`config.mk`:
```
export PLATFORM = sky130hd
export DESIGN_NAME = lrc_crc16_packet_deframer_core_flat
export DESIGN_NICKNAME = d
export VERILOG_FILES = /design/src/rtl/lrcd_pkg.sv /design/src/rtl/lrcd_rx_if.sv /design/src/rtl/lrcd_res_if.sv /design/src/rtl/lrcd_deframe_ctl.sv /design/src/rtl/lrcd_out_skid.sv /design/src/rtl/lrc_crc16_packet_deframer_core.sv /design/src/flat_wrapper.sv
export SDC_FILE = /design/constraint.sdc
export NUM_CORES = 1
export LEC_CHECK = 0
export BUFFER_PORTS_ARGS = -buffer_cell sky130_fd_sc_hd__buf_2
export CORE_AREA = 4 4 148 115
export CTS_CLUSTER_SIZE = 20
export DETAILED_ROUTE_END_ITERATION = 7
export DIE_AREA = 0 0 152 119
export GPL_TIMING_DRIVEN = 0
export PLACE_DENSITY_LB_ADDON = 0.05
export SYNTH_ARGS = -nofsm -noshare
export SYNTH_HDL_FRONTEND = slang
export SYNTH_HIERARCHICAL = 1
export SYNTH_SLANG_ARGS = --single-unit
```
`constraint.sdc`:
```
create_clock -name clk_i -period 6.21 [get_ports clk_i]
set_input_delay 0.9315 -clock clk_i [delete_from_list [all_inputs] [get_ports clk_i]]
set_output_delay 0.9315 -clock clk_i [all_outputs]
set_load 0.05 [all_outputs]
```
`src/rtl/lrcd_pkg.sv`:
```
`default_nettype none

package lrcd_pkg;

  // Header window depth: LRC, id, length, CRC low; CRC high is the byte being taken
  localparam int unsigned HDR_LEN = 4;

  localparam logic [15:0] CRC_INIT = 16'hFFFF;
  localparam logic [15:0] CRC_POLY = 16'h1021;

  typedef struct packed {
    logic [7:0] payload_byte;
    logic       is_payload;
    logic [7:0] packet_id;
    logic [7:0] payload_length;
    logic       last;
    logic       crc_good;
  } result_t;

  // CRC16-CCITT-FALSE, one byte, MSB first
  function automatic logic [15:0] crc16_byte(input logic [15:0] crc, input logic [7:0] data);
    logic [15:0] c;
    c = crc ^ {data, 8'h00};
    for (int k = 0; k < 8; k++) begin
      c = c[15] ? ((c << 1) ^ CRC_POLY) : (c << 1);
    end
    return c;
  endfunction

  // Two's complement of the 8-bit sum
  function automatic logic [7:0] lrc8(input logic [7:0] sum);
    return 8'(~sum + 8'd1);
  endfunction

endpackage

`default_nettype wire

```
`src/rtl/lrcd_rx_if.sv`:
```
`default_nettype none

interface lrcd_rx_if;
  logic       valid;
  logic       ready;
  logic [7:0] rx_byte;

  modport source (output valid, output rx_byte, input ready);
  modport sink (input valid, input rx_byte, output ready);
endinterface

`default_nettype wire

```
`src/rtl/lrcd_res_if.sv`:
```
`default_nettype none

interface lrcd_res_if;
  logic       valid;
  logic       ready;
  logic [7:0] payload_byte;
  logic       is_payload;
  logic [7:0] packet_id;
  logic [7:0] payload_length;
  logic       last;
  logic       crc_good;

  modport source (
    output valid, output payload_byte, output is_payload, output packet_id,
    output payload_length, output last, output crc_good, input ready
  );
  modport sink (
    input valid, input payload_byte, input is_payload, input packet_id,
    input payload_length, input last, input crc_good, output ready
  );
endinterface

`default_nettype wire

```
`src/rtl/lrcd_deframe_ctl.sv`:
```
`default_nettype none

module lrcd_deframe_ctl (
  input  logic             clk_i,
  input  logic             rst_ni,
  input  logic             beat_i,
  input  logic [7:0]       rx_byte_i,
  output logic             res_valid_o,
  output lrcd_pkg::result_t res_o
);
  import lrcd_pkg::*;

  logic [7:0]  win_q [HDR_LEN];
  logic [7:0]  win_d [HDR_LEN];
  logic [2:0]  fill_q, fill_d;
  logic        in_pkt_q, in_pkt_d;
  logic [7:0]  id_q, id_d;
  logic [7:0]  len_q, len_d;
  logic [7:0]  left_q, left_d;
  logic [15:0] exp_crc_q, exp_crc_d;
  logic [15:0] crc_q, crc_d;

  logic [15:0] crc_next;
  logic [7:0]  left_dec;
  logic [7:0]  hdr_sum;
  logic        hdr_hit;

  assign crc_next = crc16_byte(crc_q, rx_byte_i);
  assign left_dec = left_q - 8'd1;
  assign hdr_sum  = win_q[1] + win_q[2] + win_q[3] + rx_byte_i;
  assign hdr_hit  = (lrc8(hdr_sum) == win_q[0]);

  always_comb begin
    win_d       = win_q;
    fill_d      = fill_q;
    in_pkt_d    = in_pkt_q;
    id_d        = id_q;
    len_d       = len_q;
    left_d      = left_q;
    exp_crc_d   = exp_crc_q;
    crc_d       = crc_q;
    res_valid_o = 1'b0;
    res_o       = '0;

    if (beat_i) begin
      if (in_pkt_q) begin
        crc_d                = crc_next;
        left_d               = left_dec;
        res_valid_o          = 1'b1;
        res_o.payload_byte   = rx_byte_i;
        res_o.is_payload     = 1'b1;
        res_o.packet_id      = id_q;
        res_o.payload_length = len_q;
        if (left_dec == 8'd0) begin
          // final payload byte: check CRC, return to hunting
          res_o.last     = 1'b1;
          res_o.crc_good = (crc_next == exp_crc_q);
          in_pkt_d       = 1'b0;
          fill_d         = '0;
          crc_d          = CRC_INIT;
        end
      end else if (fill_q < 3'(HDR_LEN)) begin
        win_d[fill_q[1:0]] = rx_byte_i;
        fill_d             = fill_q + 3'd1;
      end else if (hdr_hit) begin
        id_d      = win_q[1];
        len_d     = win_q[2];
        exp_crc_d = {rx_byte_i, win_q[3]};
        crc_d     = CRC_INIT;
        fill_d    = '0;
        if (win_q[2] == 8'd0) begin
          // empty packet ends on its header byte
          res_valid_o          = 1'b1;
          res_o.packet_id      = win_q[1];
          res_o.last           = 1'b1;
          res_o.crc_good       = ({rx_byte_i, win_q[3]} == CRC_INIT);
          left_d               = 8'd0;
        end else begin
          left_d   = win_q[2];
          in_pkt_d = 1'b1;
        end
      end else begin
        // slide the window by one byte
        win_d[0] = win_q[1];
        win_d[1] = win_q[2];
        win_d[2] = win_q[3];
        win_d[3] = rx_byte_i;
      end
    end
  end

  always_ff @(posedge clk_i or negedge rst_ni) begin
    if (!rst_ni) begin
      for (int i = 0; i < HDR_LEN; i++) begin
        win_q[i] <= '0;
      end
      fill_q    <= '0;
      in_pkt_q  <= 1'b0;
      id_q      <= '0;
      len_q     <= '0;
      left_q    <= '0;
      exp_crc_q <= '0;
      crc_q     <= CRC_INIT;
    end else begin
      win_q     <= win_d;
      fill_q    <= fill_d;
      in_pkt_q  <= in_pkt_d;
      id_q      <= id_d;
      len_q     <= len_d;
      left_q    <= left_d;
      exp_crc_q <= exp_crc_d;
      crc_q     <= crc_d;
    end
  end

endmodule

`default_nettype wire

```
`src/rtl/lrcd_out_skid.sv`:
```
`default_nettype none

module lrcd_out_skid (
  input  logic              clk_i,
  input  logic              rst_ni,
  input  logic              push_i,
  input  lrcd_pkg::result_t push_res_i,
  output logic              space_o,
  output logic              out_valid_o,
  output lrcd_pkg::result_t out_res_o,
  input  logic              out_ready_i
);
  import lrcd_pkg::*;

  result_t out_q, out_d;
  result_t skid_q, skid_d;
  logic    out_valid_q, out_valid_d;
  logic    skid_valid_q, skid_valid_d;
  logic    pop;

  assign pop         = out_valid_q & out_ready_i;
  assign space_o     = ~skid_valid_q;
  assign out_valid_o = out_valid_q;
  assign out_res_o   = out_q;

  always_comb begin
    out_d        = out_q;
    skid_d       = skid_q;
    out_valid_d  = out_valid_q;
    skid_valid_d = skid_valid_q;
    if (pop) begin
      if (skid_valid_q) begin
        out_d        = skid_q;
        skid_valid_d = 1'b0;
      end else if (push_i) begin
        out_d = push_res_i;
      end else begin
        out_valid_d = 1'b0;
      end
    end else if (!out_valid_q) begin
      if (push_i) begin
        out_d       = push_res_i;
        out_valid_d = 1'b1;
      end
    end else if (push_i) begin
      // receiver stalled: park the beat
      skid_d       = push_res_i;
      skid_valid_d = 1'b1;
    end
  end

  always_ff @(posedge clk_i or negedge rst_ni) begin
    if (!rst_ni) begin
      out_valid_q  <= 1'b0;
      skid_valid_q <= 1'b0;
    end else begin
      out_valid_q  <= out_valid_d;
      skid_valid_q <= skid_valid_d;
    end
  end

  always_ff @(posedge clk_i) begin
    out_q  <= out_d;
    skid_q <= skid_d;
  end

endmodule

`default_nettype wire

```
`src/rtl/lrc_crc16_packet_deframer_core.sv`:
```
// Packet deframer for a received byte stream.
// Input channel in_i: one received byte per beat (rx_byte).
// Output channel out_o: at most one result per input beat: a payload byte
// tagged with packet id and length, with last/crc_good on the closing beat.
// A packet is LRC, id, length, CRC low, CRC high, then length payload bytes.
// Hunting and header bytes produce no result; a zero-length packet produces
// one non-payload result with last set on its header byte.
// Throughput: one byte per cycle, sustained while in_i.ready is high. Header LRC, CRC16 byte update
// and all state updates are done in the accepting cycle.
// A result is registered in the output stage before it is valid on out_o.
// Stall: a two-entry output stage (output register plus skid register) lets
// in_i keep taking bytes while a result waits; in_i.ready drops only when
// both entries are full, and rises again once out_o takes a beat.
// Reset (rst_ni, async low): window empty, hunting, running CRC at 0xFFFF,
// output stage empty.
`default_nettype none

module lrc_crc16_packet_deframer_core (
  input  logic        clk_i,
  input  logic        rst_ni,
  lrcd_rx_if.sink     in_i,
  lrcd_res_if.source  out_o
);
  import lrcd_pkg::*;

  logic    beat;
  logic    res_valid;
  result_t res;
  logic    space;
  result_t out_res;

  // accept a byte whenever the output stage has a free entry
  assign in_i.ready = space;
  assign beat       = in_i.valid & space;

  lrcd_deframe_ctl u_ctl (
    .clk_i       (clk_i),
    .rst_ni      (rst_ni),
    .beat_i      (beat),
    .rx_byte_i   (in_i.rx_byte),
    .res_valid_o (res_valid),
    .res_o       (res)
  );

  lrcd_out_skid u_skid (
    .clk_i       (clk_i),
    .rst_ni      (rst_ni),
    .push_i      (res_valid),
    .push_res_i  (res),
    .space_o     (space),
    .out_valid_o (out_o.valid),
    .out_res_o   (out_res),
    .out_ready_i (out_o.ready)
  );

  assign out_o.payload_byte   = out_res.payload_byte;
  assign out_o.is_payload     = out_res.is_payload;
  assign out_o.packet_id      = out_res.packet_id;
  assign out_o.payload_length = out_res.payload_length;
  assign out_o.last           = out_res.last;
  assign out_o.crc_good       = out_res.crc_good;

  // a non-payload result only closes an empty packet
  a_nonpayload_last: assert property (@(posedge clk_i) disable iff (!rst_ni)
    out_o.valid && !out_o.is_payload |-> out_o.last && out_o.payload_byte == 8'd0)
    else $error("non-payload result without last or with data");

  a_good_with_last: assert property (@(posedge clk_i) disable iff (!rst_ni)
    out_o.valid && out_o.crc_good |-> out_o.last)
    else $error("crc_good set outside a closing beat");

  a_empty_len_zero: assert property (@(posedge clk_i) disable iff (!rst_ni)
    out_o.valid && !out_o.is_payload |-> out_o.payload_length == 8'd0)
    else $error("empty-packet result with nonzero length");

  a_full_has_out: assert property (@(posedge clk_i) disable iff (!rst_ni)
    !in_i.ready |-> out_o.valid)
    else $error("input back-pressured with empty output register");

endmodule

`default_nettype wire
```
`src/flat_wrapper.sv`:
```
// flat-port wrapper written by rule: the top's interface ports become plain ports
module lrc_crc16_packet_deframer_core_flat import lrcd_pkg::*;
  (clk_i, rst_ni, in_i_valid, in_i_rx_byte, in_i_ready, out_o_valid, out_o_payload_byte, out_o_is_payload, out_o_packet_id, out_o_payload_length, out_o_last, out_o_crc_good, out_o_ready);
  lrcd_rx_if in_i_i ();
  lrcd_res_if out_o_i ();
  input  logic clk_i;
  input  logic rst_ni;
  input wire logic [$bits(in_i_i.valid)-1:0] in_i_valid;
  input wire logic [$bits(in_i_i.rx_byte)-1:0] in_i_rx_byte;
  output wire logic [$bits(in_i_i.ready)-1:0] in_i_ready;
  output wire logic [$bits(out_o_i.valid)-1:0] out_o_valid;
  output wire logic [$bits(out_o_i.payload_byte)-1:0] out_o_payload_byte;
  output wire logic [$bits(out_o_i.is_payload)-1:0] out_o_is_payload;
  output wire logic [$bits(out_o_i.packet_id)-1:0] out_o_packet_id;
  output wire logic [$bits(out_o_i.payload_length)-1:0] out_o_payload_length;
  output wire logic [$bits(out_o_i.last)-1:0] out_o_last;
  output wire logic [$bits(out_o_i.crc_good)-1:0] out_o_crc_good;
  input wire logic [$bits(out_o_i.ready)-1:0] out_o_ready;
  assign in_i_i.valid = in_i_valid;
  assign in_i_i.rx_byte = in_i_rx_byte;
  assign in_i_ready = in_i_i.ready;
  assign out_o_valid = out_o_i.valid;
  assign out_o_payload_byte = out_o_i.payload_byte;
  assign out_o_is_payload = out_o_i.is_payload;
  assign out_o_packet_id = out_o_i.packet_id;
  assign out_o_payload_length = out_o_i.payload_length;
  assign out_o_last = out_o_i.last;
  assign out_o_crc_good = out_o_i.crc_good;
  assign out_o_i.ready = out_o_ready;
  lrc_crc16_packet_deframer_core u_core (.clk_i(clk_i), .rst_ni(rst_ni), .in_i(in_i_i), .out_o(out_o_i));
endmodule
```
# Yosys cells after proc, flatten, opt, wreduce, memory -nomap -nowiden
# Index checks and enable logic that the tools add are counted.
[totals]
wordCells = 133
ram_bits = 0
mem_bits_ro = 0
ff_bits = 148
mem_count = 0
output_inout_bits = 29
latchBits = 0
inputBits = 12
[op_classes]
n_reduce_logical = 14
order_cmp = 3
muxes = 59
div = 0
n_shift = 0
add_sub_neg = 6
eq_ne = 9
multipliers = 0
bitwise_logic = 17
[op_table]
columns = ["op", "count"]
rows = [
  ["27-bit 2-to-1 mux", 5],
  ["13-bit 2-to-1 mux", 8],
  ["8-bit 2-to-1 mux", 10],
  ["16-bit 2-to-1 mux", 4],
  ["32-bit 2-to-1 mux", 2],
  ["32-bit bitwise mux", 1],
  ["8-bit adder", 3],
  ["3-bit NOT", 8],
  ["1-bit 2-to-1 mux", 18],
  ["8-bit demux with 2-bit select", 1],
  ["16-bit == test", 1],
  ["16-bit == test (second input constant)", 1],
  ["8-bit zero test", 2],
  ["16-bit XOR", 1],
  ["3-bit 2-to-1 mux", 4],
  ["3-bit AND reduction", 4],
  ["2-bit 2-to-1 mux", 5],
  ["9-bit 2-to-1 mux", 1],
  ["8-bit by 1-bit adder with 8-bit output (second input constant)", 1],
  ["8-bit == test", 1],
  ["8-bit NOT", 1],
  ["8-bit by 1-bit subtractor with 8-bit output (second input constant)", 1],
  ["2-bit by 1-bit != test with 1-bit output (second input constant)", 3],
  ["2-bit != test (second input constant)", 3],
  ["12 further kinds", 19],
]

# Logic depth before layout (Yosys ltp)
[logic_depth]
ltp_word = 24
mapped_depth = 18
mapped_depth_nobuf = 15

# Modules after synthesis
# Netlist, hierarchy kept.
[by_module_without_submodules]
columns = ["module", "area_each_um2", "instances", "cells_each", "seq_area_each_um2"]
rows = [
  ["lrcd_deframe_ctl", 6005.8, 1, 551, 2322.2],
  ["lrcd_out_skid", 2391.0, 1, 161, 1671.6],
  ["lrc_crc16_packet_deframer_core", 6.3, 1, 1, 0.0],
]

# Worst setup path after synthesis
# No wires, ideal clock.
[synth_timing]
path_type = "input to register"
startpoint = "input port in_i_rx_byte[1]"
endpoint = "register u_core/u_skid/skid_q[0] (netlist bit), enable pin"
arrival_time_ps = 5963
t_required_ps = 5799
slack_ps = -164
n_path_buf = 3
stages = 17
setup_ps = 411
path_cell_list = "fa_1 -> fa_1 -> ha_1 -> fa_1 -> a21o_1 -> a211oi_2 -> o221ai_2 -> xor2_1 -> nor4_2 -> a32oi_4 -> buf_6 -> o21a_1 -> nor2_1 -> clkbuf_1 -> buf_4 -> inv_1 -> nor2_1"
[synth_via]
elab_chain_len = 9
[synth_lines]
columns = ["element", "line", "source"]
rows = [
  ["start, declared", "flat_wrapper.sv:9", "input wire logic [$bits(in_i_i.rx_byte)-1:0] in_i_rx_byte;"],
  ["8-bit adder", "lrcd_deframe_ctl.sv:30", "assign hdr_sum = win_q[1] + win_q[2] + win_q[3] + rx_byte_i;"],
  ["8-bit NOT", "lrcd_pkg.sv:32", "return 8'(~sum + 8'd1);"],
  ["8-bit by 1-bit adder with 8-bit output", "lrcd_pkg.sv:32", ""],
  ["8-bit == test", "lrcd_deframe_ctl.sv:31", "assign hdr_hit = (lrc8(hdr_sum) == win_q[0]);"],
  ["1-bit 2-to-1 mux", "lrcd_deframe_ctl.sv:65", "end else if (hdr_hit) begin"],
  ["1-bit 2-to-1 mux", "lrcd_deframe_ctl.sv:62", "end else if (fill_q < 3'(HDR_LEN)) begin"],
  ["1-bit 2-to-1 mux", "lrcd_deframe_ctl.sv:46", "if (in_pkt_q) begin"],
  ["1-bit 2-to-1 mux", "lrcd_deframe_ctl.sv:45", "if (beat_i) begin"],
  ["via u_core.res_valid", "lrc_crc16_packet_deframer_core.sv:27", "logic res_valid;"],
  ["3-bit AND reduction (no source line)", "--", ""],
  ["end signal, assigned", "lrcd_out_skid.sv:64", "skid_q <= skid_d;"],
  ["end, declared", "lrcd_out_skid.sv:16", "result_t skid_q, skid_d;"],
]
# The timed path passes the listed nets, and every way through them passes these cells.
# A chain may end at the register's enable or synchronous reset.

# Final worst setup path
[layout_timing]
startpoint = "input port in_i_rx_byte[1]"
endpoint = "register u_core/u_skid/skid_q[5] (netlist bit), enable pin"
# The elaborated chain is that of the path after synthesis.

==> out/metrics.cfg <==
[clocking]
numCtsBuffers=17
cts-htree-levels=4
clkLatencyLatePin_ps=420
cts_tree=done
postCtsHoldBufs=0
clock_path_buffers=2
root_buffer=clkbuf_16
cts.sinks=148
cts.reportedPaths.clkPinSlew_ps=60

[detailed_routing]
drt-initial-drc-count=521
wire_per_inst_microns=22.1
drc=0
vias=6191
wirelength_microns=22000
ant_nets=0
first_pass_iters=5
viasPerCell=6.20

[cells_and_area]
final_cell_count_no_fill=998
synthToLayoutAreaGrowth_pct=13.4
multi_input_area_sq_mm=0.00409
drive_gt1_share_pct=20.1
nets=815
fill_cells=1318
seq_area_sq_mm=0.00399
antenna_cells=0

[global_routing]
grt_pass1_wl_microns=35000
grt_max_degree=64
antenna_found_initial=0
gr-total-overflow=0
grt_pass1_vias=6119
grt_usage_pct=24.8

[synth]
synthFlopType=dfrtp_1
postSynthCellCount=713
synth_edf_count=54
synth_top_area_share_pct=23.2
synthesis.nets=753
yosys-top-cells-count=dfrtp_1, edfxtp_1, mux2_1
yosysTopAreaCell=dfrtp_1
synth_area_leaders=dfrtp_1, edfxtp_1, mux2_1
synth_seq_cells=148
synthArstFlopShare_pct=63.5
yosysWarnings=6
yosys.cell_count.top_type=dfrtp_1
synth.avg_cell_area_sq_um=11.8
ys_seq_area_share_pct=47.5
synth_cell_types=73
netlist_area_sq_mm=0.00840

[critical_path]
crit_arrival_ps=5910
timing.rr.start=u_core/u_ctl/win_q[1]
rrSetupSlack_ps=530
crit_required_ps=6330
critical-path-slowest-cell=fa_1
critPathLaunchType=primary input
crit_cells=19
ff2ff_path_depth=18
path_buf_inv=6
crit_family=adder cells
endpoint_kind=flip-flop
reg2reg_to=u_core/u_skid/skid_q[5]
cp_common_cell=fa_1
critPathMaxStageDelay_ps=560
crit_path_max_fanout=10
critical_path_class=in2reg
crit_chain=buf_2 -> fa_1 -> fa_1 -> ha_1 -> fa_1 -> xor2_2 -> xnor3_1 -> nor4_2 -> nand3_2 -> nor3b_2 -> a32oi_4 -> buf_6 -> o21a_1 -> nor2_1 -> clkbuf_1 -> buf_4 -> inv_1 -> nor2_2 -> buf_4

[floorplan]
ios=41
fp.dieArea_sq_mm=0.0181
num_rows=40
dieWidth_microns=152
core_area_sq_mm=0.0156
start_util_pct=53.8
fp.dieH_microns=119

[place]
dp_hpwl_microns=15600
portBuffers=39
dp.cells=964
gp_congestion=0.904

[job]
cap_violations=0

[sta]
relSlewSlack_pct=39.3
rsz0062_at_grt=false
tns_ps=0
skew_ps=11.8
finalSetupViolCount=0
fin_crit_ps=5780
whs_ps=461
max_freq_ghz=0.173
hold_violations=0
tightest_slew_ps=910
period_share_pct=93.1
finalMaxSlewViolations=0

[hold_path]
hold_class=in2async

[status]
status=finished clean

-- metal layers --
layer  GRT usage (%)  routed length (microns)
met1            36.6                    10300
met2            36.2                     9620
met3            5.41                     1440
met4            8.70                      665
met5               0                        0
-- how the worst max path moves through the flow --
stage                               start                        to
after floorplan           in_i_rx_byte[1]   u_core/u_skid/skid_q[0]
after global placement    in_i_rx_byte[1]  u_core/u_skid/skid_q[12]
after detailed placement  in_i_rx_byte[1]  u_core/u_skid/skid_q[13]
after CTS                 in_i_rx_byte[1]   u_core/u_skid/skid_q[5]
after global routing      in_i_rx_byte[1]   u_core/u_skid/skid_q[5]
final                     in_i_rx_byte[1]   u_core/u_skid/skid_q[5]
-- cell type report --
cell class                      count  area share, %
Buffer                             47           2.59
Clock buffer                       22           5.09
Clock inverter                     10           1.25
Inverter                           20          0.788
Multi-Input combinational cell    498           42.9
Sequential cell                   148           41.9
Tap cell                          210           2.76
Timing Repair Buffer               43           2.68
-- stage by stage --
step | utilization (%) | cell area, sq um | worst slack (ps)
5_1_grt | 61.0 | 9530 | 198
4_1_cts | 61.0 | 9530 | 441
2_1_floorplan | - | 8410 | 268
3_5_place_dp | 57.1 | 8910 | -486
6_report | 61.0 | 9530 | 426
3_3_place_gp | 56.8 | 8860 | -723
-- cells in the final DEF, fill, tap and decap left out, types with 4 or more instances in the layout --
master,count
o211ai_4,4
dfrtp_1,78
a22o_1,32
o21ai_1,5
nand2_1,27
mux2_1,38
nand3_1,6
o22ai_1,10
mux2_2,15
inv_1,19
ha_1,14
xor2_1,20
xnor2_1,30
mux2i_1,30
a22oi_1,4
nand2b_1,4
mux2_4,9
nor2_1,36
nand4_1,33
buf_2,46
dfstp_2,16
a211o_1,4
nor2b_1,11
fa_1,14
nor3_1,8
and3_1,19
a21oi_1,25
o21ai_0,37
clkbuf_1,27
nor4_1,6
clkbuf_16,18
buf_4,13
edfxtp_1,54
-- flip-flops by register name (all words and copies together) (netlist names) --
signal / cells
u_core/u_ctl/left_q: 8
u_core/u_ctl/exp_crc_q: 16
u_core/u_skid/skid_valid_q: 1
u_core/u_skid/out_res_o: 27
u_core/u_skid/skid_q: 27
u_core/u_ctl/id_q: 8
u_core/u_ctl/crc_q: 16
u_core/u_skid/out_valid_o: 1
u_core/u_ctl/win_q: 32
u_core/u_ctl/len_q: 8
u_core/u_ctl/in_pkt_q: 1
u_core/u_ctl/fill_q: 3
-- logic make-up (layout without fill, tap and decap cells) --
logic type	Yosys count	count (layout)	synth area share (%)
xor gates and xnor gates	53	53	5.94
DFF	148	148	47.5
muxes	92	92	12.3
buffers and inverters	67	142	3.83
adders and majority gates	28	28	5.42
and+or+nand+nor	171	171	11.2
AOI/OAI and AO/OA	154	154	13.8
-- repair_timing --
item	4_1_cts	5_1_grt
resized for setup	0	0
buffers inserted	2	0
setup endpoints to repair	13	0
Power is not shown: default switching activity piles up to over one toggle a cycle in this logic, so the estimate is an artifact.
